<file path="src/rtl/cha_pkg.sv">
`timescale 1ns / 1ps
`default_nettype none
// ----------------------------------------------------------------------------
// cha_pkg: shared types and constants of the compass heading unit
// Coordinate and angle widths, the CORDIC arctangent table in degrees with
// 16 fraction bits, and the pipeline word passed between the stages.
// ----------------------------------------------------------------------------
package cha_pkg;

	// Number of CORDIC iterations and the table that bounds it
	localparam int CORDIC_STAGES = 16;
	localparam int TABLE_LEN     = 24;
	localparam int NUM_ITER      = (CORDIC_STAGES < TABLE_LEN) ? CORDIC_STAGES : TABLE_LEN;

	// Input words are scaled by 2^24 before the iterations
	localparam int PRESCALE_SH = 24;
	localparam int RAW_W       = 16;
	// |v| <= 2^39.5 after prescale, CORDIC gain < 1.65: 42 bits plus margin
	localparam int XW          = 43;
	// Angle in degrees with 16 fraction bits, |z| < 200 * 2^16
	localparam int FRAC_W      = 16;
	localparam int ZW          = 26;
	localparam int HEAD_W      = 9;

	// Cycles from an accepted word to its result strobe
	localparam int LATENCY = NUM_ITER + 2;

	typedef logic signed [XW-1:0] coord_t;
	typedef logic signed [ZW-1:0] angle_t;

	localparam angle_t Z90 = angle_t'(90 * (1 << FRAC_W));

	// Heading values for the axis cases and the clamp
	localparam logic [HEAD_W-1:0] DEG_90  = HEAD_W'(90);
	localparam logic [HEAD_W-1:0] DEG_180 = HEAD_W'(180);
	localparam logic [HEAD_W-1:0] DEG_270 = HEAD_W'(270);
	localparam logic [HEAD_W-1:0] DEG_359 = HEAD_W'(359);
	localparam logic [HEAD_W-1:0] DEG_360 = HEAD_W'(360);

	// One word in flight through the pipeline
	typedef struct packed {
		logic              axis;     // result settled before the iterations
		logic [HEAD_W-1:0] axis_deg;
		coord_t            x;
		coord_t            y;
		angle_t            z;
	} cha_word_t;

	// atan(2^-i) in degrees times 65536, rounded to nearest
	function automatic angle_t stage_angle(input int i);
		angle_t a;
		case (i)
			0:       a = angle_t'(2949120);
			1:       a = angle_t'(1740967);
			2:       a = angle_t'(919879);
			3:       a = angle_t'(466945);
			4:       a = angle_t'(234379);
			5:       a = angle_t'(117304);
			6:       a = angle_t'(58666);
			7:       a = angle_t'(29335);
			8:       a = angle_t'(14668);
			9:       a = angle_t'(7334);
			10:      a = angle_t'(3667);
			11:      a = angle_t'(1833);
			12:      a = angle_t'(917);
			13:      a = angle_t'(458);
			14:      a = angle_t'(229);
			15:      a = angle_t'(115);
			16:      a = angle_t'(57);
			17:      a = angle_t'(29);
			18:      a = angle_t'(14);
			19:      a = angle_t'(7);
			20:      a = angle_t'(4);
			21:      a = angle_t'(2);
			22:      a = angle_t'(1);
			default: a = '0;
		endcase
		return a;
	endfunction

endpackage
`default_nettype wire

</file>
<file path="src/rtl/cha_quant.sv">
`timescale 1ns / 1ps
`default_nettype none
// ----------------------------------------------------------------------------
// cha_quant: output stage
// Offsets the angle by 180 degrees, floors to whole degrees, clamps to
// 0..359 but for axis words, and registers the result with its strobe.
// ----------------------------------------------------------------------------
module cha_quant (
	input  wire logic                         clk,
	input  wire logic                         arst_n,
	input  wire logic                         vld_in,
	input  wire cha_pkg::cha_word_t           word_in,
	output logic                              done_q,
	output logic [cha_pkg::HEAD_W-1:0]        heading_q
);

	localparam int SW = cha_pkg::ZW + 1;
	localparam int QW = SW - cha_pkg::FRAC_W;

	logic signed [SW-1:0]         zsum;
	logic signed [QW-1:0]         qdeg;
	logic [cha_pkg::HEAD_W-1:0]   head_d;

	// Floor of (z + 180 deg) in whole degrees
	assign zsum = SW'(word_in.z) + SW'(180 * (1 << cha_pkg::FRAC_W));
	assign qdeg = zsum[SW-1:cha_pkg::FRAC_W];

	// Clamp, axis cases take their fixed value
	always_comb begin
		if (word_in.axis) begin
			head_d = word_in.axis_deg;
		end else if (qdeg < 0) begin
			head_d = '0;
		end else if (qdeg > QW'(359)) begin
			head_d = cha_pkg::DEG_359;
		end else begin
			head_d = qdeg[cha_pkg::HEAD_W-1:0];
		end
	end

	always_ff @(posedge clk or negedge arst_n) begin
		if (!arst_n) begin
			done_q <= 1'b0;
		end else begin
			done_q <= vld_in;
		end
	end

	always_ff @(posedge clk) begin
		heading_q <= head_d;
	end

endmodule
`default_nettype wire

</file>
<file path="config.mk">
export PLATFORM = sky130hd
export DESIGN_NAME = cha_quant
export DESIGN_NICKNAME = d
export VERILOG_FILES = /design/src/rtl/cha_pkg.sv /design/src/rtl/cha_quant.sv
export SDC_FILE = /design/constraint.sdc
export NUM_CORES = 1
export LEC_CHECK = 0
export BUFFER_PORTS_ARGS = -buffer_cell sky130_fd_sc_hd__buf_2
export CAP_MARGIN = 20
export CORE_MARGIN = 10
export CORE_UTILIZATION = 25
export CTS_CLUSTER_SIZE = 25
export DETAILED_ROUTE_END_ITERATION = 8
export PLACE_DENSITY_LB_ADDON = 0.2
export SLEW_MARGIN = 20
export SYNTH_ARGS = -nofsm -noshare
export SYNTH_HDL_FRONTEND = slang
export SYNTH_SLANG_ARGS = --single-unit
</file>
<file path="constraint.sdc">
create_clock -name clk -period 1 [get_ports clk]
set_clock_uncertainty 0.1 [all_clocks]
set_input_delay 0.2 -clock clk [delete_from_list [all_inputs] [get_ports clk]]
set_output_delay 0.2 -clock clk [all_outputs]
set_load 0.01 [all_outputs]
</file>
==> impl_metrics.yaml, run 1 <==
routing:
  first_iter_violations: 14
  ant_nets: 0
  vias: 715
  drcViolationCount: 0
  viasPerCell: 4.77
  wire_per_inst_um: 13.5
  drt-pass1-iter-count: 5
  wirelength_um: 2020
clocking:
  path_clk_slew_ps: 70
  clkSinkCount: 10
  cts_tree: "done"
  root_buffer: "clkbuf_4"
  cts-htree-levels: 1
  cts_buffers: 3
  clock_path_buffers: 2
timing:
  finalHoldViolCount: 0
  tns_ps: -3440
  setup_viol: 10
  max_freq_mhz: 703
  holdWs_ps: 39.2
  relSlewSlack_pct: 82.7
  tightest_slew_ps: 260
  finalCritPeriodShare_pct: 142
  setup_slack_ps: -422
  fin_crit_ps: 1420
  drv_slew: 0
  grt_setup_unrepaired: "yes"
pwr:
  irDropWorstVdd_mv: 0.640
  power_leakage_nw: 0.559
  pwr_density_cell_nw_per_um2: 1070
  power_mw: 1.30
layout:
  multi_input_area_um2: 475
  nFillCells: 216
  fin_util_pct: 53.3
  regArea_um2: 211
  fin_area_um2: 1210
  area_delta_synth_final_pct: 97.4
  nNetsFinal: 250
  diodes: 0
  drive_gt1_share_pct: 65.6
  fin_cells: 150
placement:
  place_hpwl_um: 1670
  io_buffer_count: 32
  dpl.cell_count: 140
  gp_congestion: 0.720
  dpl_worst_slack_ps: -874
  place_area_um2: 990
logic_synthesis:
  synth_top_area_cell: "dfxtp_1"
  async_reset_ff_share_pct: 10.0
  yosys-top-cells-count: "dfxtp_1 (9), nand2_1 (7), a21oi_1 (5), inv_1 (5), a22oi_1 (4)"
  synth_cell_types: 33
  synthesis.area_um2: 614
  synth_area_per_cell_um2: 9.45
  synthMostInstantiatedCell: "dfxtp_1"
  ys_seq_area_share_pct: 33.4
  postSynthCellCount: 65
  synth-edff-count: 0
  netlist.area_leader.share_pct: 29.3
  ys_ff_latch: 10
  synth_area_leaders: "dfxtp_1 (29%), a22oi_1 (4.9%), nand2_1 (4.3%)"
  yosysWarnings: 0
  synth_fp_nets: 192
  synth_ff_type: "dfxtp_1"
floorplan:
  start_util_pct: 27.0
  chipWidth_um: 69.6
  die_h_um: 69.6
  die-area_um2: 4840
  pin_count: 135
  core_area_um2: 2280
  core.rowCount: 17
global_routing:
  grt_pass1_wl_um: 3480
  grt_use_total_pct: 8.50
  overflow: 0
  grt_max_degree: 14
  grt_pass1_vias: 768
  antenna_found_initial: 0
critical_path:
  cp.buffers_inverters: 2
  crit_slowest_cell: "a211oi_4"
  arrival_ps: 1470
  path_cells: "buf_12 > buf_4 > a211oi_4 > o2111ai_1 > a21oi_2 > a31oi_4 > a32o_1"
  crit_type: "in -> reg"
  cpPeakStageDelay_ps: 280
  cp-start-kind: "primary input"
  startpoint: "word_in[18]"
  required_ps: 1050
  end_kind: "register"
  cp_top_family: "compound AO/OA/AOI/OAI gates"
  critPathMaxFanout: 7
  endpoint: "heading_q[3]$_DFF_P_"
  crit_cells: 7
job:
  maxCapViolCount: 0
status:
  violations: "setup timing"
  outcome: "finished, violations left"
worst_hold_path:
  holdCritPathClass: "in -> reg"
  whs_path_depth: 3
tightest hold or removal path: cells and delay by family:
kind / cells / cell delay (ps)
buffers and inverters: 1 / 70
AOI/OAI and AO/OA: 1 / 40
and+or+nand+nor: 1 / 50
kinds of logic (layout without fill, tap and decap cells):
| kind of cell | after synthesis | after routing | synth area share, % |
|---|---|---|---|
| buffers and inverters | 7 | 64 | 5.50 |
| flip-flops | 10 | 10 | 33.4 |
| multiplexers | 1 | 1 | 1.83 |
| AO/OA/AOI/OAI | 27 | 27 | 37.5 |
| adder cells (fa/ha/maj) | 2 | 2 | 4.07 |
| XOR/XNOR | 3 | 3 | 4.28 |
| AND/OR/NAND/NOR | 15 | 15 | 13.4 |
layer usage:
layer	vias to the layer above	share of wire, %	track usage (%)	routed length [um]
met5	-	0	0	0
met4	0	0.54	3.33	11
met3	2	6.3	2.57	127
met2	26	55	15.3	1110
met1	323	38	8.89	777
li1	364	-	-	-
registers in the layout, summed over array words and instances, names as in the netlist:
| register | count |
|---|---|
| heading_q | 9 |
| done_q | 1 |
layout by cell type (no fill, tap or decap), types with 3 or more instances in the layout:
master and n:
dfxtp_2 5, nand2_1 7, nor2b_1 3, clkbuf_4 3, a22oi_1 4, buf_6 8
buf_4 21, inv_1 3, buf_2 22, a21oi_1 4, dfxtp_1 4
where the power goes:
| part | total, mW | internal (mW) | leakage, nW | switching, mW |
|---|---|---|---|---|
| sequential | 0.461 | 0.446 | 0.0881 | 0.0152 |
| combinational | 0.495 | 0.281 | 0.450 | 0.213 |
| clock | 0.348 | 0.220 | 0.0210 | 0.127 |
| total | 1.30 | 0.947 | 0.559 | 0.356 |
cell type report:
type / count / share of cell area (%)
multi-input cells: 48 / 39.2
repair buffers: 55 / 34.5
flip-flops and latches: 10 / 17.4
clock buffers: 4 / 2.99
inverters: 5 / 2.99
well taps: 28 / 2.89
worst min path at each step:
stage                             from              endpoint
after floorplan                 arst_n      done_q$_DFF_PN0_
after global placement          arst_n      done_q$_DFF_PN0_
after detailed placement        arst_n      done_q$_DFF_PN0_
after CTS                 word_in[119]  heading_q[7]$_DFF_P_
after global routing      word_in[116]  heading_q[4]$_DFF_P_
final                     word_in[119]  heading_q[7]$_DFF_P_
timing repair:
item / CTS / global route
hold buffers: 2 / 0
gates resized for setup: 19 / 12
hold endpoints to repair: 2 / 0
buffers inserted: 3 / 1
endpoints found under the setup margin: 14 / 19
pin swaps: 14 / 5
(Power assumes the default switching activity.)
==> run 2, diff against run 1 <==
BUFFER_PORTS_ARGS = default   (was -buffer_cell sky130_fd_sc_hd__buf_2)
CORE_AREA = 10 10 47 49   (was default)
CORE_MARGIN = default   (was 10)
CORE_UTILIZATION = default   (was 25)
DIE_AREA = 0 0 57 59   (was default)
DONT_BUFFER_PORTS = 1   (was default)
==> impl_metrics.yaml, run 2 (synthesized netlist as in run 1, its figures left out) <==
critical_path:
  end_kind: "register"
  crit_type: "in -> reg"
  arrival_ps: 1290
  cpPeakStageDelay_ps: 340
  cp-start-kind: "primary input"
  required_ps: 1040
  critPathMaxFanout: 7
  cp_top_family: "compound AO/OA/AOI/OAI gates"
  cp.buffers_inverters: 0
  path_cells: "a211o_1 > a31oi_2 > a21oi_2 > a21o_1 > mux2_2"
  crit_slowest_cell: "a211o_1"
worst_hold_path:
  whs_path_depth: 1
  holdCritPathClass: "in -> reg"
  hp-start: "word_in[121]"
  holdPathEnd: "heading_q[8]$_DFF_P_"
floorplan:
  die-area_um2: 3360
  chipWidth_um: 57
  start_util_pct: 43.8
  pin_count: 135
  die_h_um: 59
  core_area_um2: 1400
  core.rowCount: 14
global_routing:
  grt_pass1_vias: 588
  grt_pass1_wl_um: 2930
  grt_max_degree: 12
  grt_use_total_pct: 10.6
  overflow: 0
  antenna_found_initial: 0
status:
  outcome: "finished, violations left"
  violations: "setup timing"
timing:
  grt_setup_unrepaired: "yes"
  relSlewSlack_pct: 74.3
  max_freq_mhz: 805
  holdWs_ps: 4.35
  drv_slew: 0
  tightest_slew_ps: 384
  setup_slack_ps: -243
  tns_ps: -1830
  fin_crit_ps: 1240
  finalCritPeriodShare_pct: 124
  setup_viol: 9
  finalHoldViolCount: 0
layout:
  fin_cells: 101
  drive_gt1_share_pct: 38.8
  diodes: 0
  final_common_cell: "buf_4"
  nNetsFinal: 213
  fin_area_um2: 925
  fin_util_pct: 66.0
  layout_top_registers: "heading_q (9), done_q (1)"
  largest_reg_flops: 9
  area_delta_synth_final_pct: 50.5
  max_flop_register: "heading_q"
  final_cell_mix: "buf_4 (10), dfxtp_1 (9), dlygate4sd3_1 (8), nand2_1 (7)"
placement:
  place_hpwl_um: 1410
  place_area_um2: 754
  io_buffer_count: 0
  gp_congestion: 0.774
  dpl.cell_count: 88
routing:
  wl_met2_um: 921
  viasPerCell: 5.65
  vias: 571
  wire_per_inst_um: 18.0
  wl_met1_um: 705
  wirelength_um: 1820
  first_iter_violations: 13
  topRoutingLayerUsed: "met4"
  drt-pass1-iter-count: 4
  wl_met3_um: 181
  ant_nets: 0
  drcViolationCount: 0
clocking:
  cts_tree: "done"
  cts_buffers: 3
  root_buffer: "clkbuf_4"
  clock_path_buffers: 2
  cts-htree-levels: 1
  path_clk_slew_ps: 60
  clkSinkCount: 10
pwr:
  pwr_density_cell_nw_per_um2: 1190
  power_leakage_nw: 0.368
  irDropWorstVdd_mv: 0.645
job:
  maxCapViolCount: 0
-- run 2: cell count changes in the layout (fill, tap and decap cells not counted), moves of 2 or more --
cell           change
buf_12             -2
buf_2             -22
buf_4             -11
buf_6              -8
dfxtp_1            +5
dfxtp_2            -5
dlygate4sd3_1      +6
-- run 2: worst max path at each step --
stage | startpoint | endpoint | slack, ps | depth (start not counted)
floorplan | word_in[20] | heading_q[8]$_DFF_P_ | -490 | 6
global placement | word_in[18] | heading_q[5]$_DFF_P_ | -560 | 6
detailed placement | word_in[18] | heading_q[5]$_DFF_P_ | -610 | 6
CTS | word_in[18] | heading_q[8]$_DFF_P_ | -240 | 5
global route | word_in[18] | heading_q[8]$_DFF_P_ | -290 | 5
finish | word_in[18] | heading_q[8]$_DFF_P_ | -240 | 5
-- run 2: cell type report --
cell class,count,area (um2)
Fill cell,111,477
Multi-Input combinational cell,48,472
Sequential cell,10,205
Timing Repair Buffer,18,155
Clock buffer,4,36.3
Inverter,5,36.3
Tap cell,16,20.0
-- run 2: stage by stage --
| step | setup slack, ps | total power, mW |
|---|---|---|
| finish | -243 | 1.10 |
| CTS | -240 | 1.09 |
| global route | -291 | 1.16 |
| detailed placement | -611 | 0.711 |
| global placement | -557 | 0.711 |
| floorplan | -495 | 0.659 |
-- run 2: timing repair --
item                                   in CTS  in global routing
setup endpoints to repair                   9                  9
endpoints found under the hold margin       7                  1
pin swaps                                  11                  4
resized for setup                           4                  5
setup buffers                               0                  1
hold buffers                                7                  1
-- run 2: per-layer routing --
layer	track usage [%]	vias to the layer above
met5	0	-
met4	3.02	0
met3	5.36	2
met2	18.0	22
met1	11.2	257
li1	-	290
-- run 2: where the power goes --
part,total [mW],switching [mW],internal (mW),leakage [nW]
clock,0.348,0.127,0.220,0.0210
sequential,0.480,0.0383,0.442,0.0873
combinational,0.275,0.111,0.165,0.259
