[src/rtl/cha_pkg.sv]
`timescale 1ns / 1ps
`default_nettype none
// ----------------------------------------------------------------------------
// cha_pkg: shared types and constants of the compass heading unit
// Coordinate and angle widths, the CORDIC arctangent table in degrees with
// 16 fraction bits, and the pipeline word passed between the stages.
// ----------------------------------------------------------------------------
package cha_pkg;

	// Number of CORDIC iterations and the table that bounds it
	localparam int CORDIC_STAGES = 16;
	localparam int TABLE_LEN     = 24;
	localparam int NUM_ITER      = (CORDIC_STAGES < TABLE_LEN) ? CORDIC_STAGES : TABLE_LEN;

	// Input words are scaled by 2^24 before the iterations
	localparam int PRESCALE_SH = 24;
	localparam int RAW_W       = 16;
	// |v| <= 2^39.5 after prescale, CORDIC gain < 1.65: 42 bits plus margin
	localparam int XW          = 43;
	// Angle in degrees with 16 fraction bits, |z| < 200 * 2^16
	localparam int FRAC_W      = 16;
	localparam int ZW          = 26;
	localparam int HEAD_W      = 9;

	// Cycles from an accepted word to its result strobe
	localparam int LATENCY = NUM_ITER + 2;

	typedef logic signed [XW-1:0] coord_t;
	typedef logic signed [ZW-1:0] angle_t;

	localparam angle_t Z90 = angle_t'(90 * (1 << FRAC_W));

	// Heading values for the axis cases and the clamp
	localparam logic [HEAD_W-1:0] DEG_90  = HEAD_W'(90);
	localparam logic [HEAD_W-1:0] DEG_180 = HEAD_W'(180);
	localparam logic [HEAD_W-1:0] DEG_270 = HEAD_W'(270);
	localparam logic [HEAD_W-1:0] DEG_359 = HEAD_W'(359);
	localparam logic [HEAD_W-1:0] DEG_360 = HEAD_W'(360);

	// One word in flight through the pipeline
	typedef struct packed {
		logic              axis;     // result settled before the iterations
		logic [HEAD_W-1:0] axis_deg;
		coord_t            x;
		coord_t            y;
		angle_t            z;
	} cha_word_t;

	// atan(2^-i) in degrees times 65536, rounded to nearest
	function automatic angle_t stage_angle(input int i);
		angle_t a;
		case (i)
			0:       a = angle_t'(2949120);
			1:       a = angle_t'(1740967);
			2:       a = angle_t'(919879);
			3:       a = angle_t'(466945);
			4:       a = angle_t'(234379);
			5:       a = angle_t'(117304);
			6:       a = angle_t'(58666);
			7:       a = angle_t'(29335);
			8:       a = angle_t'(14668);
			9:       a = angle_t'(7334);
			10:      a = angle_t'(3667);
			11:      a = angle_t'(1833);
			12:      a = angle_t'(917);
			13:      a = angle_t'(458);
			14:      a = angle_t'(229);
			15:      a = angle_t'(115);
			16:      a = angle_t'(57);
			17:      a = angle_t'(29);
			18:      a = angle_t'(14);
			19:      a = angle_t'(7);
			20:      a = angle_t'(4);
			21:      a = angle_t'(2);
			22:      a = angle_t'(1);
			default: a = '0;
		endcase
		return a;
	endfunction

endpackage
`default_nettype wire

[src/rtl/cha_prep.sv]
`timescale 1ns / 1ps
`default_nettype none
// ----------------------------------------------------------------------------
// cha_prep: input stage
// Sign-extends the raw words, settles the axis cases and pre-rotates the
// vector by +-90 degrees into the right half plane.
// ----------------------------------------------------------------------------
module cha_prep (
	input  wire logic                            clk,
	input  wire logic                            arst_n,
	input  wire logic                            in_vld,
	input  wire logic [cha_pkg::RAW_W-1:0]       x_raw,
	input  wire logic [cha_pkg::RAW_W-1:0]       y_raw,
	output logic                                 vld_s1,
	output cha_pkg::cha_word_t                   word_s1
);

	logic signed [cha_pkg::RAW_W:0] xe, ye, xr, yr;
	cha_pkg::angle_t                 zr;
	cha_pkg::cha_word_t              word_d;

	assign xe = {x_raw[cha_pkg::RAW_W-1], x_raw};
	assign ye = {y_raw[cha_pkg::RAW_W-1], y_raw};

	// Quadrant fold: left half plane turned by +-90 degrees
	always_comb begin
		if (xe < 0) begin
			if (ye > 0) begin
				xr = ye;
				yr = -xe;
				zr = cha_pkg::Z90;
			end else begin
				xr = -ye;
				yr = xe;
				zr = -cha_pkg::Z90;
			end
		end else begin
			xr = xe;
			yr = ye;
			zr = '0;
		end
	end

	// Axis cases bypass the iterations
	always_comb begin
		word_d.axis     = 1'b0;
		word_d.axis_deg = cha_pkg::DEG_180;
		if (ye == 0) begin
			word_d.axis     = 1'b1;
			word_d.axis_deg = (xe < 0) ? cha_pkg::DEG_360 : cha_pkg::DEG_180;
		end else if (xe == 0) begin
			word_d.axis     = 1'b1;
			word_d.axis_deg = (ye > 0) ? cha_pkg::DEG_270 : cha_pkg::DEG_90;
		end
		word_d.x = cha_pkg::coord_t'(xr) <<< cha_pkg::PRESCALE_SH;
		word_d.y = cha_pkg::coord_t'(yr) <<< cha_pkg::PRESCALE_SH;
		word_d.z = zr;
	end

	// Stage 1 register
	always_ff @(posedge clk or negedge arst_n) begin
		if (!arst_n) begin
			vld_s1 <= 1'b0;
		end else begin
			vld_s1 <= in_vld;
		end
	end

	always_ff @(posedge clk) begin
		word_s1 <= word_d;
	end

endmodule
`default_nettype wire

[config.mk]
export PLATFORM = sky130hd
export DESIGN_NAME = cha_prep
export DESIGN_NICKNAME = d
export VERILOG_FILES = /design/src/rtl/cha_pkg.sv /design/src/rtl/cha_prep.sv
export SDC_FILE = /design/constraint.sdc
export NUM_CORES = 1
export LEC_CHECK = 0
export ABC_AREA = 1
export BUFFER_PORTS_ARGS = -buffer_cell sky130_fd_sc_hd__buf_2
export CORE_UTILIZATION = 30
export DETAILED_ROUTE_END_ITERATION = 6
export GPL_ROUTABILITY_DRIVEN = 0
export SETUP_SLACK_MARGIN = 0.15
export SLEW_MARGIN = 30
export SYNTH_ARGS = -nofsm -noshare
export SYNTH_HDL_FRONTEND = slang
export SYNTH_SLANG_ARGS = --single-unit
[constraint.sdc]
create_clock -name clk -period 1.39 [get_ports clk]
set_input_delay 0.417 -clock clk [delete_from_list [all_inputs] [get_ports clk]]
set_output_delay 0.417 -clock clk [all_outputs]
set_load 0.01 [all_outputs]
==> results of run 1 <==
## final cells by class
type / instances / area, um2 / share of cell area [%]
Clock inverter: 3 / 46.29 / 0.9678
Multi-Input combinational cell: 340 / 2076 / 43.40
Inverter: 37 / 190.2 / 3.976
Sequential cell: 47 / 953.4 / 19.93
Tap cell: 133 / 166.4 / 3.479
Clock buffer: 5 / 68.82 / 1.439
Timing Repair Buffer: 174 / 1282 / 26.81
## state kept, by name (all words and copies together), names as in the netlist
name / flops
vld_s1: 1
word_s1: 46
## power groups by stage
| stage | Combinational [W] | Clock [W] | Sequential (W) |
|---|---|---|---|
| 2_1_floorplan | 0.000543 | 0 | 0.00155 |
| 3_3_place_gp | 0.000837 | 0 | 0.00150 |
| 3_5_place_dp | 0.000842 | 0 | 0.00150 |
| 4_1_cts | 0.000937 | 0.00108 | 0.00147 |
| 5_1_grt | 0.00113 | 0.00113 | 0.00148 |
| 6_report | 0.00103 | 0.00105 | 0.00147 |
## through the flow
stage	area [um2]	setup TNS [ps]	util (%)	setup slack, ps	total power (W)
final	4783	0	48.94	14.66	0.003549
after detailed placement	3960	-14020	40.51	-500.3	0.002339
after floorplan	3458	-1867	-	-280.8	0.002092
after global placement	3960	-13090	40.51	-472.0	0.002334
after CTS	4464	0	45.67	30.45	0.003482
after global routing	4783	-379.7	48.94	-66.69	0.003742
## layer usage
layer  global-route usage [%]  share of wire (%)  vias to the layer above
met5                        0                  0                        -
met4                    8.571                2.5                        0
met3                    2.668                7.2                       22
met2                    30.92                 51                      174
met1                    19.39                 39                     1490
li1                         -                  -                     1547
## how the worst max path moves through the flow
stage                         from      endpoint  slack, ps  cells past startpoint
after detailed placement  x_raw[1]   word_s1[66]       -500                     10
after floorplan           x_raw[1]   word_s1[66]       -280                      9
final                     y_raw[1]   word_s1[95]         10                     10
after CTS                 x_raw[1]   word_s1[66]         30                     10
after global routing      y_raw[0]  word_s1[106]        -70                     10
after global placement    x_raw[1]   word_s1[66]       -470                     10
## critical path, cell delays in order
cell     delay (ps)
buf_6           110
inv_12           50
ha_4            130
nand2_4          70
nor2_8          180
a21oi_4         100
buf_12          150
nor2_4          240
nand2_1         110
nand3_2          80
## placed cells by master, fill, tap and decap left out, types with 3 or more instances in the layout
| cell type | count |
|---|---|
| nand2_1 | 106 |
| buf_2 | 80 |
| conb_1 | 67 |
| buf_4 | 66 |
| dfxtp_1 | 42 |
| nand2_2 | 31 |
| inv_1 | 27 |
| nor2_4 | 20 |
| nand3_2 | 20 |
| nand3_1 | 20 |
| buf_6 | 19 |
| nor2_1 | 15 |
| nand2_4 | 12 |
| xor2_1 | 8 |
| o21ai_0 | 6 |
| o21ai_1 | 6 |
| clkbuf_8 | 5 |
| inv_2 | 4 |
| nand3_4 | 4 |
| buf_12 | 4 |
| inv_12 | 3 |
| nor2_2 | 3 |
| xnor2_1 | 3 |
| ha_4 | 3 |
| dfxtp_2 | 3 |
## cell families (layout without fill, tap and decap cells)
kind of cell / after synthesis / count (layout) / share of synthesized area [%]
AND/OR/NAND/NOR: 233 / 236 / 33.87
other: 1 / 67 / 0.1243
flip-flops: 47 / 47 / 31.34
AO/OA/AOI/OAI: 20 / 20 / 3.815
XOR/XNOR: 13 / 13 / 3.773
adder cells (fa/ha/maj): 4 / 4 / 1.658
buffers and inverters: 123 / 219 / 25.41
## timing repair
action | CTS | global route
endpoints found under the setup margin | 50 | 58
pin swaps | 52 | 34
endpoints found under the hold margin | 1 | 0
setup buffers | 7 | 5
gates resized for setup | 63 | 73
cloned | 4 | 1
hold buffers | 1 | 0
==> metrics.md, run 1 <==
| Metric | Value |
|---|---|
| Crit Path Max Fanout | `8` |
| Mapped Area | `3018 um2` |
| YS warnings | `0` |
| Post-DP HPWL | `6342 um` |
| Number of buffers added on ports | `91` |
| Pint | `0.002419 W` |
| Fin crit period | `1375 ps` |
| Largest net degree at the start of global routing | `26` |
| Post-Syn Instances | `441` |
| Clock root buffer | `clkbuf_8` |
| Final hold vios | `0` |
| Io pins | `158` |
| Final setup vio count | `0` |
| Initial Utilization | `30.88%` |
| Period utilization | `98.95%` |
| Fin nets | `644` |
| Switching power total | `0.001130 W` |
| Switching share of power | `31.84%` |
| Synth top area cells | `dfxtp_1 31%, buf_4 19%, nand2_1 18%` |
| Synth unique cells | `31` |
| CP Launch Type | `input port` |
| FF+latch count, synth | `47` |
| Wire length per cell | `12.59 um` |
| Top FF cell, synth | `dfxtp_1` |
| Clock sink count | `47` |
| Drt first pass iters | `4` |
| First-pass GRT wire length | `13570 um` |
| Maximum vdd ir drop | `0.5764 mV` |
| Status | `completed` |
| Post-DRT Antenna Nets | `0` |
| Critical path arrival | `1640 ps` |
| Via count | `3233` |
| Vias in the first global route | `2925` |
| Leakage | `2.505 nW` |
| Layout cells sized above 1 | `49.17%` |
| Gate power share | `29.1%` |
| Post-synthesis sequential area ratio | `31.34%` |
| Iter 0 DRT Violations | `101` |
| WHS Endpoint | `vld_s1` |
| Die height | `102.3 um` |
| Longest Clk Path Bufs | `2` |
| Diode count | `0` |
| HP Class | `in2reg` |
| WS Path Type | `in2reg` |
| CTS clk-pin slew, worst paths | `100 ps` |
| Placed cell count | `713` |
| Synth top cells by count | `145 x nand2_1, 76 x buf_4, 46 x dfxtp_1` |
| Hold Crit Depth | `1` |
| Total die area | `10460 um2` |
| Cell taking the most area after synthesis | `dfxtp_1` |
| Initial antenna violation count | `0` |
| CTS Buf Count | `5` |
| Final std cells w/o fill | `739` |
| Layout fillers | `945` |
| RSZ-0062 raised after global routing | `yes` |
| Most frequent cell after synthesis | `nand2_1` |
| Max cap viols | `0` |
| P&R area growth vs syn | `58.50%` |
| Crit end category | `flip-flop` |
| Final wirelength | `9305 um` |
| Hold path start | `in_vld` |
| Die X | `102.3 um` |
| WHS | `214.5 ps` |
| Flop pwr share | `41.3%` |
| Clock power frac | `29.6%` |
| Syn avg cell area | `6.843 um2` |
| CTS tree | `built` |
| Post-route DRC | `0` |
| Row cnt | `36` |
| Power per Cell Area | `742.0 nW/um2` |
| CP required | `1650 ps` |
| Area share of the largest cell type after synthesis | `30.51%` |
| Routed vias/inst | `4.375` |
| GR Util All Layers | `17.09%` |
| Total gr overflow | `0` |
| Achievable clock frequency | `727.1 MHz` |
| Core box area | `9774 um2` |
| Asr flop ratio synth | `2.128%` |
| CTS H-tree depth | `2` |
| EDFF count, synth | `0` |
| Final slew viol count | `0` |
Note: power is estimated with default switching activity, not from simulation.
==> run 2, diff against run 1 <==
Settings changed: CORE_UTILIZATION 30 to 49, PLACE_DENSITY set to 0.86, SLEW_MARGIN 30 to 20.
==> metrics.md, run 2 (synthesis gave the netlist of run 1 again) <==
| Metric | Value |
|---|---|
| Status | `complete, but fails checks` |
| Failing checks | `setup timing` |
| Final slew viol count | `0 (unchanged)` |
| Via count | `3457 (+6.9%)` |
| Total die area | `6477 um2 (-38%)` |
| Clock sink count | `47 (unchanged)` |
| Max cap viols | `0 (unchanged)` |
| Max reg flops | `46 (unchanged)` |
| Post-DP HPWL | `6000 um (-5.4%)` |
| HP Class | `in2reg` |
| Row cnt | `28 (-22%)` |
| Commonest non-fill, non-tap cell in the layout | `nand2_1` |
| Vias in the first global route | `3169 (+8.3%)` |
| CTS clk-pin slew, worst paths | `90 ps (about the same)` |
| Final WS setup | `-85.94 ps (-100.6 ps)` |
| WHS Endpoint | `vld_s1` |
| CP most frequent cell | `nand2_2` |
| Largest net degree at the start of global routing | `26 (unchanged)` |
| Core box area | `5921 um2 (-39%)` |
| Period utilization | `106.2% (+7.2 points)` |
| Longest Clk Path Bufs | `2 (unchanged)` |
| Diode count | `0 (unchanged)` |
| P&R area growth vs syn | `51.62%` |
| CP required | `1610 ps (-40 ps)` |
| Layout cells sized above 1 | `50.00% (+0.83 points)` |
| Layout fillers | `417 (-56%)` |
| Initial Utilization | `50.97% (+20 points)` |
| Post-Route Utilization | `77.28% (+28 points)` |
| Critical path cell sequence | `buf_2 > nor2_2 > nand2_1 > inv_1 > nand2_2 > nor4_4 > ha_2 > nand3_2 > nand2_2 > inv_2` |
| Post-route DRC | `0 (unchanged)` |
| RSZ-0062 raised after global routing | `yes` |
| Hold Crit Depth | `1 (unchanged)` |
| Biggest register | `word_s1` |
| Total gr overflow | `0 (unchanged)` |
| Clock root buffer | `clkbuf_8` |
| GR Util All Layers | `28.56% (+11 points)` |
| Post-DRT Antenna Nets | `0 (unchanged)` |
| Io pins | `158 (unchanged)` |
| Placed cell count | `647 (-9.3%)` |
| Die X | `80.48 um (-21%)` |
| Critical path arrival | `1700 ps (+60 ps)` |
| Die height | `80.48 um (-21%)` |
| CTS Buf Count | `5 (unchanged)` |
| Leakage | `2.473 nW (-1.3%)` |
| WS Path Type | `in2reg` |
| CTS H-tree depth | `2 (unchanged)` |
| Delay-heaviest family, CP | `simple AND/OR/NAND/NOR gates` |
| Top flop regs | `word_s1: 46 flops, vld_s1: 1 flops` |
| Final setup vio count | `15 (+15)` |
| Hold path start | `in_vld` |
| Crit end category | `flip-flop` |
| Drt first pass iters | `5 (+1)` |
| CTS tree | `built` |
| CP Launch Type | `input port` |
| Fin nets | `634 (-1.6%)` |
| Number of buffers added on ports | `91 (unchanged)` |
| Power per Cell Area | `733.1 nW/um2 (-1.2%)` |
| First-pass GRT wire length | `14080 um (+3.8%)` |
| Achievable clock frequency | `677.5 MHz (-6.8%)` |
| Commonest cells after routing, fill and taps aside | `104 x nand2_1, 79 x buf_2, 67 x conb_1, 64 x buf_4, 43 x dfxtp_1` |
| Initial antenna violation count | `0 (unchanged)` |
| Fin crit period | `1476 ps (+100.6 ps)` |
| Final std cells w/o fill | `671 (-9.2%)` |
| Iter 0 DRT Violations | `444 (+340%)` |
| Max stage delay cell, worst path | `ha_2` |
| Wire length per cell | `15.46 um (+23%)` |
| Final wirelength | `10370 um (+11%)` |
| Crit Path Max Fanout | `3 (-5)` |
| Buf/Inv on CP | `3 (unchanged)` |
| Crit-path max cell delay | `290 ps (+50 ps)` |
| Maximum vdd ir drop | `0.4953 mV (-14%)` |
| Final hold vios | `0 (unchanged)` |
| Routed vias/inst | `5.152 (+18%)` |
## run 2: cell count changes in the layout (fill, tap and decap cells not counted), moves of 5 or more
| cell | before | now |
|---|---|---|
| nand3_2 | 20 | 26 |
| buf_6 | 19 | 13 |
| nor2_4 | 20 | 15 |
| nor2_2 | 3 | 8 |
| nand3_1 | 20 | 14 |
## run 2: report_power, final
part           switching (W)  total [W]  internal, W
Combinational       0.000621    0.00104     0.000420
Sequential         0.0000262    0.00147      0.00144
Clock               0.000497   0.000848     0.000351
## run 2: worst max-delay path by stage
stage / from / to / slack, ps / cells past startpoint
after floorplan: x_raw[1] / word_s1[66] / -280 / 9
after global placement: x_raw[1] / word_s1[66] / -460 / 10
after detailed placement: x_raw[1] / word_s1[66] / -490 / 10
after CTS: y_raw[0] / word_s1[114] / 40 / 10
after global routing: x_raw[9] / word_s1[114] / -140 / 10
final: x_raw[9] / word_s1[114] / -90 / 10
## run 2: layer usage
| metal | vias to the layer above | track usage, % | routed length (um) |
|---|---|---|---|
| met4 | 0 | 21.43 | 609 |
| met3 | 69 | 6.364 | 985 |
| met5 | - | 0 | 0 |
| li1 | 1527 | - | - |
| met2 | 298 | 51.02 | 5308 |
| met1 | 1563 | 28.68 | 3469 |
## run 2: what timing repair did
action,4_1_cts,5_1_grt
cloned,2,2
pin swaps,24,40
hold buffers,1,0
endpoints found under the setup margin,46,52
gates resized for setup,45,95
endpoints found under the hold margin,1,0
buffers inserted,10,1
## run 2: final cells by class
| cell class | count | area, um2 | share of cell area, % |
|---|---|---|---|
| Timing Repair Buffer | 164 | 1167 | 25.51 |
| Multi-Input combinational cell | 340 | 2086 | 45.58 |
| Tap cell | 75 | 93.84 | 2.051 |
| Sequential cell | 47 | 952.2 | 20.81 |
| Clock inverter | 3 | 20.02 | 0.4375 |
| Clock buffer | 5 | 68.82 | 1.504 |
| Inverter | 37 | 187.7 | 4.102 |
## run 2: metrics by stage
| stage | hold slack (ps) | total power (W) | instance area (um2) | TNS [ps] | worst slack, ps |
|---|---|---|---|---|---|
| 2_1_floorplan | 121.4 | 0.002092 | 3458 | -1867 | -280.8 |
| 3_3_place_gp | 191.5 | 0.002297 | 3827 | -11750 | -461.6 |
| 3_5_place_dp | 193.3 | 0.002318 | 3827 | -13100 | -492.0 |
| 4_1_cts | 210.3 | 0.003205 | 4195 | 0 | 42.05 |
| 5_1_grt | 202.8 | 0.003517 | 4576 | -1507 | -140.9 |
| 6_report | 205.6 | 0.003355 | 4576 | -439.2 | -85.94 |
==> run 3, diff against run 2 <==
Settings changed: CORE_ASPECT_RATIO set to 2, SKIP_CTS_REPAIR_TIMING set to 1.
==> metrics.md, run 3 (synthesis gave the netlist of run 1 again) <==
| Metric | Value |
|---|---|
| Diode count | `0 (unchanged)` |
| Leakage | `2.599 nW (+5.1%)` |
| Total die area | `6496 um2 (+0.29%)` |
| Hold path start | `in_vld` |
| Gate power share | `25.7% (-5.3 points)` |
| RSZ-0062 raised after global routing | `yes` |
| Vias in the first global route | `3132 (-1.2%)` |
| Via count | `3620 (+4.7%)` |
| Biggest register | `word_s1` |
| Max cap viols | `0 (unchanged)` |
| CTS clk-pin slew, worst paths | `60 ps (-30 ps)` |
| Final wirelength | `11430 um (+10%)` |
| Switching power total | `0.001182 W (+3.3%)` |
| Power per Cell Area | `872.7 nW/um2 (+19%)` |
| CTS H-tree depth | `2 (unchanged)` |
| Post-Route Utilization | `78.17% (+0.89 points)` |
| Commonest non-fill, non-tap cell in the layout | `nand2_1` |
| Final setup vio count | `35 (+20)` |
| Io pins | `158 (unchanged)` |
| Flop pwr share | `36.2% (-7.5 points)` |
| Die height | `113.0 um (+40%)` |
| Achievable clock frequency | `650.3 MHz (-4.0%)` |
| Total gr overflow | `0 (unchanged)` |
| Delay-heaviest family, CP | `simple AND/OR/NAND/NOR gates` |
| Hold Crit Depth | `1 (unchanged)` |
| Crit Path Max Fanout | `7 (+4)` |
| Post-placement setup slack | `-521.1 ps (-29.06 ps)` |
| Final hold vios | `0 (unchanged)` |
| Crit end category | `flip-flop` |
| Final slew viol count | `0 (unchanged)` |
| Post-route DRC | `9 (+9)` |
| Period utilization | `110.6% (+4.4 points)` |
| GR Util All Layers | `26.12% (-2.4 points)` |
| Clock power frac | `38.1% (+13 points)` |
| Fin Setup TNS | `-2176 ps (-1737 ps)` |
| Layout fillers | `327 (-22%)` |
| CTS Buf Count | `5 (unchanged)` |
| Initial antenna violation count | `0 (unchanged)` |
| Commonest cells after routing, fill and taps aside | `107 x nand2_1, 87 x buf_2, 67 x conb_1, 66 x buf_4, 45 x dfxtp_1` |
| P&R area growth vs syn | `54.27%` |
| Max stage delay cell, worst path | `nor2_4` |
| CP required | `1560 ps (-50 ps)` |
| Routed vias/inst | `5.468 (+6.1%)` |
| First-pass GRT wire length | `12960 um (-7.9%)` |
| Maximum vdd ir drop | `0.6868 mV (+39%)` |
| Drt first pass iters | `7 (+2)` |
| Clock root buffer | `clkbuf_16` |
| Layout cells sized above 1 | `48.08% (-1.9 points)` |
| Critical path arrival | `1710 ps (about the same)` |
| Row cnt | `40 (+43%)` |
| Failing checks | `DRC, setup timing` |
| Post-DRT Antenna Nets | `0 (unchanged)` |
| Critical path cell sequence | `buf_2 > nor2_4 > nand3_2 > nor2_4 > nand2_4 > nand2_4 > nor2_4 > clkbuf_16 > nand2_4 > nand3_2` |
| Largest net degree at the start of global routing | `26 (unchanged)` |
| Wire length per cell | `17.27 um (+12%)` |
| Fin nets | `637 (+0.47%)` |
| Die X | `57.50 um (-29%)` |
| Buf/Inv on CP | `2 (-1)` |
| Crit-path max cell delay | `210 ps (-80 ps)` |
| Number of buffers added on ports | `91 (unchanged)` |
| CTS tree | `built` |
| Iter 0 DRT Violations | `420 (-5.4%)` |
| Longest Clk Path Bufs | `2 (unchanged)` |
| Max reg flops | `46 (unchanged)` |
| CP Launch Type | `input port` |
| WS Path Type | `in2reg` |
| Initial Utilization | `50.67% (-0.30 points)` |
| Final WS setup | `-147.8 ps (-61.82 ps)` |
| Switching share of power | `29.09% (-5.0 points)` |
| WHS Endpoint | `vld_s1` |
| Post-DP HPWL | `6388 um (+6.5%)` |
| Status | `complete, but fails checks` |
| HP Class | `in2reg` |
| Core box area | `5956 um2 (+0.59%)` |
| Fin crit period | `1538 ps (+61.82 ps)` |
| Pint | `0.002881 W (+30%)` |
| Clock sink count | `47 (unchanged)` |
| Top flop regs | `word_s1: 46 flops, vld_s1: 1 flops` |
run 3: stage by stage:
step / cell area (um2) / std cells / total power [W] / hold slack (ps)
3_5_place_dp: 3872 / 643 / 0.002327 / 192.4
3_3_place_gp: 3872 / 643 / 0.002309 / 191.4
5_1_grt: 4656 / 662 / 0.004173 / 234.2
6_report: 4656 / 662 / 0.004063 / 231.3
2_1_floorplan: 3458 / 507 / 0.002092 / 121.4
4_1_cts: 4061 / 651 / 0.003865 / -113.2
run 3: how the worst max path moves through the flow:
stage                         start            to  slack (ps)  cells after the start
after floorplan            x_raw[1]   word_s1[66]        -280                      9
after global placement     x_raw[7]   word_s1[66]        -490                      9
after detailed placement   x_raw[7]   word_s1[66]        -520                      9
after CTS                  x_raw[7]   word_s1[66]        -250                      9
after global routing      y_raw[15]  word_s1[101]        -160                     10
final                      y_raw[8]  word_s1[101]        -150                     10
run 3: power by group through the flow:
| stage | Clock (W) | Sequential [W] | Combinational [W] |
|---|---|---|---|
| 2_1_floorplan | 0 | 0.00155 | 0.000543 |
| 3_3_place_gp | 0 | 0.00149 | 0.000816 |
| 3_5_place_dp | 0 | 0.00149 | 0.000832 |
| 4_1_cts | 0.00156 | 0.00147 | 0.000842 |
| 5_1_grt | 0.00160 | 0.00148 | 0.00110 |
| 6_report | 0.00155 | 0.00147 | 0.00105 |
run 3: area by class of cell:
type                       count  area (um2)  share of cell area (%)
multi-input combinational    337        2058                   44.21
timing repair buffer         170        1196                   25.69
sequential                    47       947.2                   20.34
inverter                      37       186.4                   4.004
clock buffer                   6       128.9                   2.768
tap                           63       78.83                   1.693
clock inverter                 2       60.06                   1.290
run 3: layer usage:
| metal | routed length [um] | part of all wire, % | GRT usage [%] |
|---|---|---|---|
| met2 | 5861 | 51 | 47.98 |
| met1 | 3517 | 31 | 21.98 |
| met3 | 1017 | 8.9 | 5.029 |
| met4 | 1035 | 9.1 | 24.72 |
| met5 | 0 | 0 | 0 |
